===== config.mk =====
export PLATFORM = sky130hd
export DESIGN_NAME = mqtt_fixed_header_deframer_top
export DESIGN_NICKNAME = d
export VERILOG_FILES = /design/src/hdl/mfhd_pkg.sv /design/src/hdl/mfhd_core.sv /design/src/hdl/mfhd_out_buf.sv /design/src/hdl/mqtt_fixed_header_deframer_top.sv
export SDC_FILE = /design/constraint.sdc
export NUM_CORES = 1
export LEC_CHECK = 0
export ABC_AREA = 1
export BUFFER_PORTS_ARGS = -buffer_cell sky130_fd_sc_hd__buf_2
export CAP_MARGIN = 40
export CORE_MARGIN = 2
export CORE_UTILIZATION = 55
export CTS_CLUSTER_SIZE = 10
export DETAILED_ROUTE_END_ITERATION = 12
export PLACE_DENSITY = 0.75
export SYNTH_ARGS = -nofsm -noshare
export SYNTH_HDL_FRONTEND = slang
export SYNTH_SLANG_ARGS = --single-unit

===== constraint.sdc =====
create_clock -name clk -period 4.9 [get_ports clk]
set_input_delay 1.225 -clock clk [delete_from_list [all_inputs] [get_ports clk]]
set_output_delay 1.225 -clock clk [all_outputs]
set_load 0.02 [all_outputs]

===== src/hdl/mfhd_pkg.sv =====
// ----------------------------------------------------------------------------
// mfhd_pkg
// Beat types and result kind codes for the fixed-header deframer.
// ----------------------------------------------------------------------------
package mfhd_pkg;

    localparam int unsigned LEN_W = 28;

    typedef logic [1:0] kind_t;

    localparam kind_t KIND_HEADER    = 2'd0;
    localparam kind_t KIND_BODY      = 2'd1;
    localparam kind_t KIND_TOO_LONG  = 2'd2;
    localparam kind_t KIND_TRUNCATED = 2'd3;

    typedef struct packed {
        logic [7:0] data_byte;
        logic       buffer_last;
    } in_beat_t;

    typedef struct packed {
        kind_t            result_kind;
        logic [3:0]       packet_type;
        logic [3:0]       packet_flags;
        logic [LEN_W-1:0] remaining_length;
        logic [7:0]       body_byte;
        logic             packet_last;
    } out_beat_t;

endpackage


===== src/hdl/mfhd_core.sv =====
// ----------------------------------------------------------------------------
// mfhd_core
// Per-byte header/length/body decode; one byte per accepted beat.
// ----------------------------------------------------------------------------
module mfhd_core
    import mfhd_pkg::*;
(
    input  logic      clk,
    input  logic      rst_n,
    input  logic      accept,
    input  in_beat_t  beat,
    output logic      res_valid,
    output out_beat_t res
);

    typedef enum logic [3:0] {
        PH_FIRST  = 4'b0001,
        PH_LENGTH = 4'b0010,
        PH_BODY   = 4'b0100,
        PH_IGNORE = 4'b1000
    } phase_t;

    phase_t           phase_reg, phase_next;
    logic [7:0]       tf_reg, tf_next;
    logic [LEN_W-1:0] acc_reg, acc_next;
    logic [2:0]       cnt_reg, cnt_next;
    logic [LEN_W-1:0] left_reg, left_next;

    logic [LEN_W-1:0] addend;
    logic [LEN_W-1:0] acc_sum;
    logic [LEN_W-1:0] left_dec;
    logic [7:0]       b;
    logic             last;

    assign b        = beat.data_byte;
    assign last     = beat.buffer_last;
    assign left_dec = left_reg - LEN_W'(1);
    assign acc_sum  = acc_reg + addend;

    always_comb
    begin
        case (cnt_reg[1:0])
            2'd0:    addend = LEN_W'(b[6:0]);
            2'd1:    addend = LEN_W'(b[6:0]) << 7;
            2'd2:    addend = LEN_W'(b[6:0]) << 14;
            default: addend = LEN_W'(b[6:0]) << 21;
        endcase
    end

    always_comb
    begin
        phase_next = phase_reg;
        tf_next    = tf_reg;
        acc_next   = acc_reg;
        cnt_next   = cnt_reg;
        left_next  = left_reg;
        res_valid  = 1'b0;
        res.result_kind = KIND_HEADER;
        res.body_byte   = 8'd0;
        res.packet_last = 1'b0;

        if (accept)
        begin
            case (phase_reg)
                PH_FIRST:
                begin
                    tf_next   = b;
                    acc_next  = '0;
                    cnt_next  = '0;
                    left_next = '0;
                    if (last)
                    begin
                        res_valid       = 1'b1;
                        res.result_kind = KIND_TRUNCATED;
                        phase_next      = PH_FIRST;
                    end
                    else
                    begin
                        phase_next = PH_LENGTH;
                    end
                end
                PH_LENGTH:
                begin
                    if (cnt_reg[2])
                    begin
                        res_valid       = 1'b1;
                        res.result_kind = KIND_TOO_LONG;
                        phase_next      = last ? PH_FIRST : PH_IGNORE;
                    end
                    else
                    begin
                        acc_next = acc_sum;
                        cnt_next = cnt_reg + 3'd1;
                        if (b[7])
                        begin
                            if (last)
                            begin
                                res_valid       = 1'b1;
                                res.result_kind = KIND_TRUNCATED;
                                phase_next      = PH_FIRST;
                            end
                        end
                        else if (acc_sum == '0)
                        begin
                            res_valid       = 1'b1;
                            res.result_kind = KIND_HEADER;
                            res.packet_last = 1'b1;
                            phase_next      = last ? PH_FIRST : PH_IGNORE;
                        end
                        else if (last)
                        begin
                            res_valid       = 1'b1;
                            res.result_kind = KIND_TRUNCATED;
                            phase_next      = PH_FIRST;
                        end
                        else
                        begin
                            left_next       = acc_sum;
                            res_valid       = 1'b1;
                            res.result_kind = KIND_HEADER;
                            phase_next      = PH_BODY;
                        end
                    end
                end
                PH_BODY:
                begin
                    left_next = left_dec;
                    res_valid = 1'b1;
                    if (left_dec == '0)
                    begin
                        res.result_kind = KIND_BODY;
                        res.body_byte   = b;
                        res.packet_last = 1'b1;
                        phase_next      = last ? PH_FIRST : PH_IGNORE;
                    end
                    else if (last)
                    begin
                        res.result_kind = KIND_TRUNCATED;
                        phase_next      = PH_FIRST;
                    end
                    else
                    begin
                        res.result_kind = KIND_BODY;
                        res.body_byte   = b;
                    end
                end
                default:
                begin
                    if (last)
                    begin
                        phase_next = PH_FIRST;
                    end
                end
            endcase
        end

        res.packet_type      = tf_next[7:4];
        res.packet_flags     = tf_next[3:0];
        res.remaining_length = acc_next;
    end

    always_ff @(posedge clk or negedge rst_n)
    begin
        if (!rst_n)
        begin
            phase_reg <= PH_FIRST;
            tf_reg    <= '0;
            acc_reg   <= '0;
            cnt_reg   <= '0;
            left_reg  <= '0;
        end
        else
        begin
            phase_reg <= phase_next;
            tf_reg    <= tf_next;
            acc_reg   <= acc_next;
            cnt_reg   <= cnt_next;
            left_reg  <= left_next;
        end
    end

endmodule


===== src/hdl/mfhd_out_buf.sv =====
// ----------------------------------------------------------------------------
// mfhd_out_buf
// Result register with one skid entry; decouples upstream ready from out_ready.
// ----------------------------------------------------------------------------
module mfhd_out_buf
    import mfhd_pkg::*;
(
    input  logic      clk,
    input  logic      rst_n,
    input  logic      push,
    input  out_beat_t push_data,
    output logic      space,
    output logic      out_valid,
    input  logic      out_ready,
    output out_beat_t out_data
);

    logic      main_v_reg, main_v_next;
    logic      skid_v_reg, skid_v_next;
    out_beat_t main_reg, main_next;
    out_beat_t skid_reg, skid_next;
    logic      pop;

    assign space     = !skid_v_reg;
    assign out_valid = main_v_reg;
    assign out_data  = main_reg;
    assign pop       = main_v_reg && out_ready;

    always_comb
    begin
        main_v_next = main_v_reg;
        skid_v_next = skid_v_reg;
        main_next   = main_reg;
        skid_next   = skid_reg;
        if (skid_v_reg)
        begin
            if (pop)
            begin
                main_next   = skid_reg;
                skid_v_next = 1'b0;
            end
        end
        else if (push)
        begin
            if (!main_v_reg || pop)
            begin
                main_next   = push_data;
                main_v_next = 1'b1;
            end
            else
            begin
                skid_next   = push_data;
                skid_v_next = 1'b1;
            end
        end
        else if (pop)
        begin
            main_v_next = 1'b0;
        end
    end

    always_ff @(posedge clk or negedge rst_n)
    begin
        if (!rst_n)
        begin
            main_v_reg <= 1'b0;
            skid_v_reg <= 1'b0;
        end
        else
        begin
            main_v_reg <= main_v_next;
            skid_v_reg <= skid_v_next;
        end
    end

    always_ff @(posedge clk)
    begin
        main_reg <= main_next;
        skid_reg <= skid_next;
    end

endmodule


===== src/hdl/mqtt_fixed_header_deframer_top.sv =====
// ----------------------------------------------------------------------------
// mqtt_fixed_header_deframer_top
// Byte-wise fixed-header deframer: type/flags, base-128 length, body bytes.
//
//   channel | handshake            | payload
//   --------+----------------------+-----------------------------
//   in      | in_valid / in_ready  | in_data  (in_beat_t)
//   out     | out_valid / out_ready| out_data (out_beat_t)
//
// One byte accepted per cycle while in_ready is high; results are registered.
// The decode state updates in the accept cycle with a single shift-add or
// decrement. Reset returns to waiting for a first header byte.
// in_ready drops only while both the result register and skid entry are full.
// ----------------------------------------------------------------------------
module mqtt_fixed_header_deframer_top
    import mfhd_pkg::*;
(
    input  logic      clk,
    input  logic      rst_n,
    input  logic      in_valid,
    output logic      in_ready,
    input  in_beat_t  in_data,
    output logic      out_valid,
    input  logic      out_ready,
    output out_beat_t out_data
);

    logic      accept;
    logic      res_valid;
    out_beat_t res;
    logic      space;

    assign in_ready = space;
    assign accept   = in_valid && space;

    mfhd_core u_core (
        .clk       (clk),
        .rst_n     (rst_n),
        .accept    (accept),
        .beat      (in_data),
        .res_valid (res_valid),
        .res       (res)
    );

    mfhd_out_buf u_out_buf (
        .clk       (clk),
        .rst_n     (rst_n),
        .push      (res_valid),
        .push_data (res),
        .space     (space),
        .out_valid (out_valid),
        .out_ready (out_ready),
        .out_data  (out_data)
    );

endmodule

==> impl_metrics.yaml, run 1 <==
run_status:
  status: "finished clean"
synthesis:
  yosysTopAreaCellShare_pct: 28.0
  yosys-top-cells-area: "edfxtp_1 28%, nand2_1 19%, dfrtp_1 18%"
  yosys_register_bits: 167
  synthArstFlopShare_pct: 43.7
  syn_area_um2: 10100
  synth_flop_cell: "edfxtp_1"
  synth_warnings: 0
  post-synth-top-area-cell: "edfxtp_1"
  synthesis.nets: 1381
  synth_cells: 1333
  yosys.cell_types.count: 44
  synth_edf_count: 94
  yosysSeqAreaShare_pct: 46.1
  synth_area_per_cell_um2: 7.56
worst_setup_path:
  required_ps: 5210
  slowest_stage: "fa_1"
  slowest_delay_ps: 540
  crit_fanout: 29
  path_cells: "buf_2 -> inv_1 -> nor3_1 -> ha_1 -> fa_1 -> nand3_1 -> nand3_1 -> nand3_1 -> nand3_1 -> nand2_1 -> nand2_1 -> nand2_1 -> nand2_1 -> nor2_1 -> nand2_1 -> nor2_2 -> nand3_1 -> nand2_2 -> nand2_4 -> nand2_2 -> buf_4 -> o21ai_0"
  endpoint_kind: "register"
  cp-start-kind: "primary input"
  critPathKind: "in2reg"
  cp.arrival_ps: 4470
sta:
  setup_violations: 0
  slew_violations: 0
  tightest_slew_ps: 895
  finClkSkew_ps: 13.4
  fmax_ghz: 0.240
  slew_headroom_pct: 40.2
  finalHoldViolCount: 0
  min_period_over_period_pct: 84.9
  tns_ps: 0
  rsz0062_at_grt: "false"
  period_needed_ps: 4160
flow_run:
  cap_violations: 0
power:
  irDropWorstVdd_uv: 700
  p_leak_nw: 5.81
  power_density_nw_per_um2: 621
clock_network:
  cts_buffers: 17
  cts_num_sinks: 167
  cts_setup_buffers: 0
  hold_buffers: 0
  postCtsResizedCells: 0
  clkTransAtPathRegs_ps: 70
  cts_tree: "yes"
  clk-insertion-delay-late_ps: 430
  htree_levels: 4
  clockRootBuffer: "clkbuf_16"
  clockBufferDepth: 2
floorplan:
  die_w_um: 139
  die_y_um: 139
  core_area_um2: 18000
  start_util_pct: 56.1
  die_area_um2: 19400
  num_io_pins: 62
  rows: 49
place:
  hpwl_um: 20800
  place.port_buffers: 61
  place.gp.congestion: 1.01
  dp_cells: 1600
route:
  routed_wl_um: 27600
  first_pass_iters: 6
  drc_errors: 0
  vias: 8988
  wl_per_cell_um: 16.9
  drt_iter0_markers: 744
  final_antenna_net_count: 0
  vias_per_cell: 5.51
finish:
  final_cell_mix: "502 x nand2_1, 158 x inv_1, 96 x nor2_1, 94 x edfxtp_1, 84 x nand3_1"
  antenna_cells: 0
  area_growth_pct: 11.3
  drive_above_1_share_pct: 10.9
  final_common_cell: "nand2_1"
  final_nets: 1438
  final.fill_count: 1561
  fin_cells: 1632
global_routing:
  gr-usage-all-layers_pct: 28.8
  grt_pass1_vias: 8637
  antenna_found_initial: 0
  grt_pass1_wl_um: 44100
  grt_max_degree: 52
  grt_overflow_total: 0
min_path:
  hp-class: "reg2reg"
[worst max-delay path: cells and delay by family]
family,cells,cell delay (ps)
adders and majority gates,2,840
AOI/OAI and AO/OA,1,120
and+or+nand+nor,16,1700
buffers and inverters,3,560
[logic make-up after synthesis]
logic type,share of synthesized area [%]
flip-flops,46.1
adder cells (fa/ha/maj),4.42
AO/OA/AOI/OAI,6.01
buffers and inverters,7.90
AND/OR/NAND/NOR,32.7
XOR/XNOR,2.87
[routing by layer]
metal  share of wire, %  up-vias  track usage (%)  wire [um]
met4                2.4        0             8.88        650
met2                 46      352             46.8      12800
met5                  0        -                0          0
met1                 44     4190             40.1      12300
li1                   -     4392                -          -
met3                6.9       54             4.75       1910
[cell usage after synthesis (9+ instances only)]
cell type	count
clkbuf_1	21
inv_1	158
dfrtp_1	72
ha_1	34
nand2_2	19
inv_2	9
xor2_1	23
a21oi_1	24
nand2_1	502
xnor2_1	10
nand4_1	19
nand3_1	84
nor2_1	98
o22ai_1	12
o21ai_0	63
edfxtp_1	94
nor3_1	29
[path summary, 6_finish.rpt]
kind,startpoint,to,slack (ps),cells after the start
hold / removal,u_core.left_reg[22],u_core.left_reg[22],500,2
setup / recovery,in_data[1],u_core.left_reg[2],740,22
hold reg to reg,u_core.left_reg[22],u_core.left_reg[22],500,2
setup reg to reg,u_core.cnt_reg[0],u_core.left_reg[2],740,21
min in group asynchronous,rst_n,u_core.left_reg[21],730,1
max in group asynchronous,rst_n,u_core.acc_reg[12],3580,2
[area by class of cell]
class,count,area (um2),area share (%)
sequential,167,4650,41.5
tap,229,287,2.55
timing repair buffer,71,408,3.64
clock buffer,17,425,3.79
clock inverter,15,155,1.38
inverter,171,642,5.72
multi-input combinational,962,4650,41.5
[metrics by stage]
stage          hold WS [ps]  worst slack [ps]  power [W]  area (um2)  utilization (%)
3_5_place_dp            483               336    0.00563       10600             59.2
3_3_place_gp            478               344    0.00558       10600             59.1
2_1_floorplan           464               364    0.00476       10100                -
5_1_grt                 523               406    0.00750       11200             62.5
6_report                500               739    0.00697       11200             62.5
4_1_cts                 499               772    0.00695       11200             62.5
[where the power goes]
part / internal (W) / switching [W] / leakage, nW / total (W)
clock: 0.000679 / 0.000642 / 0.279 / 0.00132
sequential: 0.00189 / 0.000193 / 1.90 / 0.00208
combinational: 0.00112 / 0.00245 / 3.63 / 0.00357
total: 0.00368 / 0.00328 / 5.81 / 0.00697
No activity file was read; power rests on OpenSTA's default activity.
==> inputs of run 2 (changes only) <==
- clock period: 4.9 -> 4.4 ns (I/O delays scaled with it)
==> run 2 against run 1 <==
Global-route usage hardly changed. Sequential power is 12% higher. First-iteration DRC count is 9.3% lower. Setup slack worse by 220 ps. Highest routed layer unchanged. Clock power is 11% higher. Critical path type is now reg2reg. Critical endpoint is now u_out_buf.out_data[45]. Die area stayed put. Power is 11% higher. Register-to-register slack worse by 220 ps. Clock-buffer cell count stayed put. Final area is 0.46% higher.
==> impl_metrics.yaml, run 2 (synthesis results as in run 1) <==
sta:
  tightest_slew_ps: 637
  rsz0062_at_grt: "false"
  tns_ps: 0
  min_period_over_period_pct: 88.2
  fmax_ghz: 0.258
  period_needed_ps: 3880
  slew_violations: 0
  setup_violations: 0
  setup_ws_ps: 521
  timing.hold.ws_ps: 499
  finalHoldViolCount: 0
  finClkSkew_ps: 12.4
  slew_headroom_pct: 57.1
worst_setup_path:
  reg2reg_from: "u_core.cnt_reg[0]"
  required_ps: 4590
  worst_r2r_endpoint: "u_out_buf.out_data[45]"
  r2r_slack_ps: 520
  reg2reg_depth: 22
  critPathKind: "reg2reg"
  cp-start-kind: "register"
  endpoint_kind: "register"
  crit_fanout: 7
  cp.arrival_ps: 4070
route:
  drc_errors: 0
  drt_iter0_markers: 675
  vias_per_cell: 5.45
  vias: 8911
  routed_wl_um: 27300
  first_pass_iters: 6
  final_antenna_net_count: 0
  wl_per_cell_um: 16.7
clock_network:
  cts_setup_buffers: 0
  cts_tree: "yes"
  htree_levels: 4
  clkTransAtPathRegs_ps: 70
  cts_num_sinks: 167
  hold_buffers: 0
  clockRootBuffer: "clkbuf_16"
  postCtsResizedCells: 0
  clk-insertion-delay-late_ps: 440
  cts_buffers: 17
  clockBufferDepth: 2
power:
  power_density_nw_per_um2: 688
  finalPower_w: 0.00776
  p_seq_share_pct: 30.0
  switching_power_w: 0.00363
  power_frac_comb_pct: 51.2
  internal_power_w: 0.00413
  p_leak_nw: 5.83
  p_clk_share_pct: 18.8
  swShare_pct: 46.8
  irDropWorstVdd_uv: 641
run_status:
  status: "finished clean"
finish:
  final_nets: 1442
  final.fill_count: 1642
  final_common_cell: "nand2_1"
  area_growth_pct: 11.8
  final_cell_mix: "502 x nand2_1, 158 x inv_1, 96 x nor2_1, 94 x edfxtp_1, 84 x nand3_1"
  drive_above_1_share_pct: 11.2
  antenna_cells: 0
place:
  place.gp.congestion: 0.964
  place.port_buffers: 61
  dpl_worst_slack_ps: 226
  hpwl_um: 20700
min_path:
  min-delay-start: "u_core.left_reg[9]"
  hp-class: "reg2reg"
  whs_endpoint: "u_core.left_reg[9]"
  holdPathStages: 2
floorplan:
  num_io_pins: 62
  die_area_um2: 19400
  core_area_um2: 18000
  rows: 49
  die_w_um: 139
  die_y_um: 139
  start_util_pct: 56.1
global_routing:
  antenna_found_initial: 0
  grt_pass1_wl_um: 44000
  gr-usage-all-layers_pct: 28.8
  grt_pass1_vias: 8479
  grt_max_degree: 52
  grt_overflow_total: 0
flow_run:
  cap_violations: 0
## run 2: worst max-delay path by stage
stage                            from                      to
floorplan                  in_data[0]   u_out_buf.skid_reg[0]
global placement           in_data[1]  u_out_buf.out_data[46]
detailed placement         in_data[1]  u_out_buf.out_data[46]
CTS                 u_core.cnt_reg[0]  u_out_buf.out_data[46]
global route        u_core.cnt_reg[0]  u_out_buf.out_data[46]
finish              u_core.cnt_reg[0]  u_out_buf.out_data[45]
## run 2: layer usage
metal  vias to the layer above  part of all wire (%)  track usage, %
met5                         -                     0               0
met4                         0                   2.7            10.1
met3                        49                   6.4            4.37
met2                       333                    45            45.2
met1                      4135                    45            41.2
li1                       4394                     -               -
## run 2: worst max-delay path, stage by stage (launching register included)
cell     delay [ps]
dfrtp_1         420
inv_1           110
ha_1            220
inv_1           190
nor3_1           80
ha_1            280
fa_1            530
nand3_1         110
nand3_1         150
nand3_1         160
nand3_1         150
nand2_1         110
nand2_1          50
nand2_1          50
nand2_1          60
nor2_1          130
nand2_1         100
nor2_2          100
nand4_1         270
nand3_1         160
nand2_1          60
nand2_1          80
nand2_1          50
## run 2: area by class of cell
| cell class | instances | area (um2) | area share (%) |
|---|---|---|---|
| multi-input combinational | 962 | 4650 | 41.3 |
| clock buffer | 17 | 425 | 3.77 |
| inverter | 171 | 642 | 5.70 |
| clock inverter | 15 | 151 | 1.34 |
| sequential | 167 | 4650 | 41.3 |
| timing repair buffer | 75 | 463 | 4.11 |
| tap | 229 | 287 | 2.54 |
## run 2: through the flow
stage                     instance area (um2)  cells  util (%)
after CTS                               11300   1636      62.7
after floorplan                         10100   1333         -
after detailed placement                10700   1604      59.5
after global routing                    11300   1636      62.7
after global placement                  10700   1603      59.4
final                                   11300   1636      62.7
## run 2: power groups by stage
stage,registers (W),logic [W],clock network [W]
3_3_place_gp,0.00234,0.00389,0
5_1_grt,0.00236,0.00446,0.00154
3_5_place_dp,0.00235,0.00392,0
4_1_cts,0.00232,0.00393,0.00148
6_report,0.00233,0.00397,0.00146
2_1_floorplan,0.00248,0.00282,0
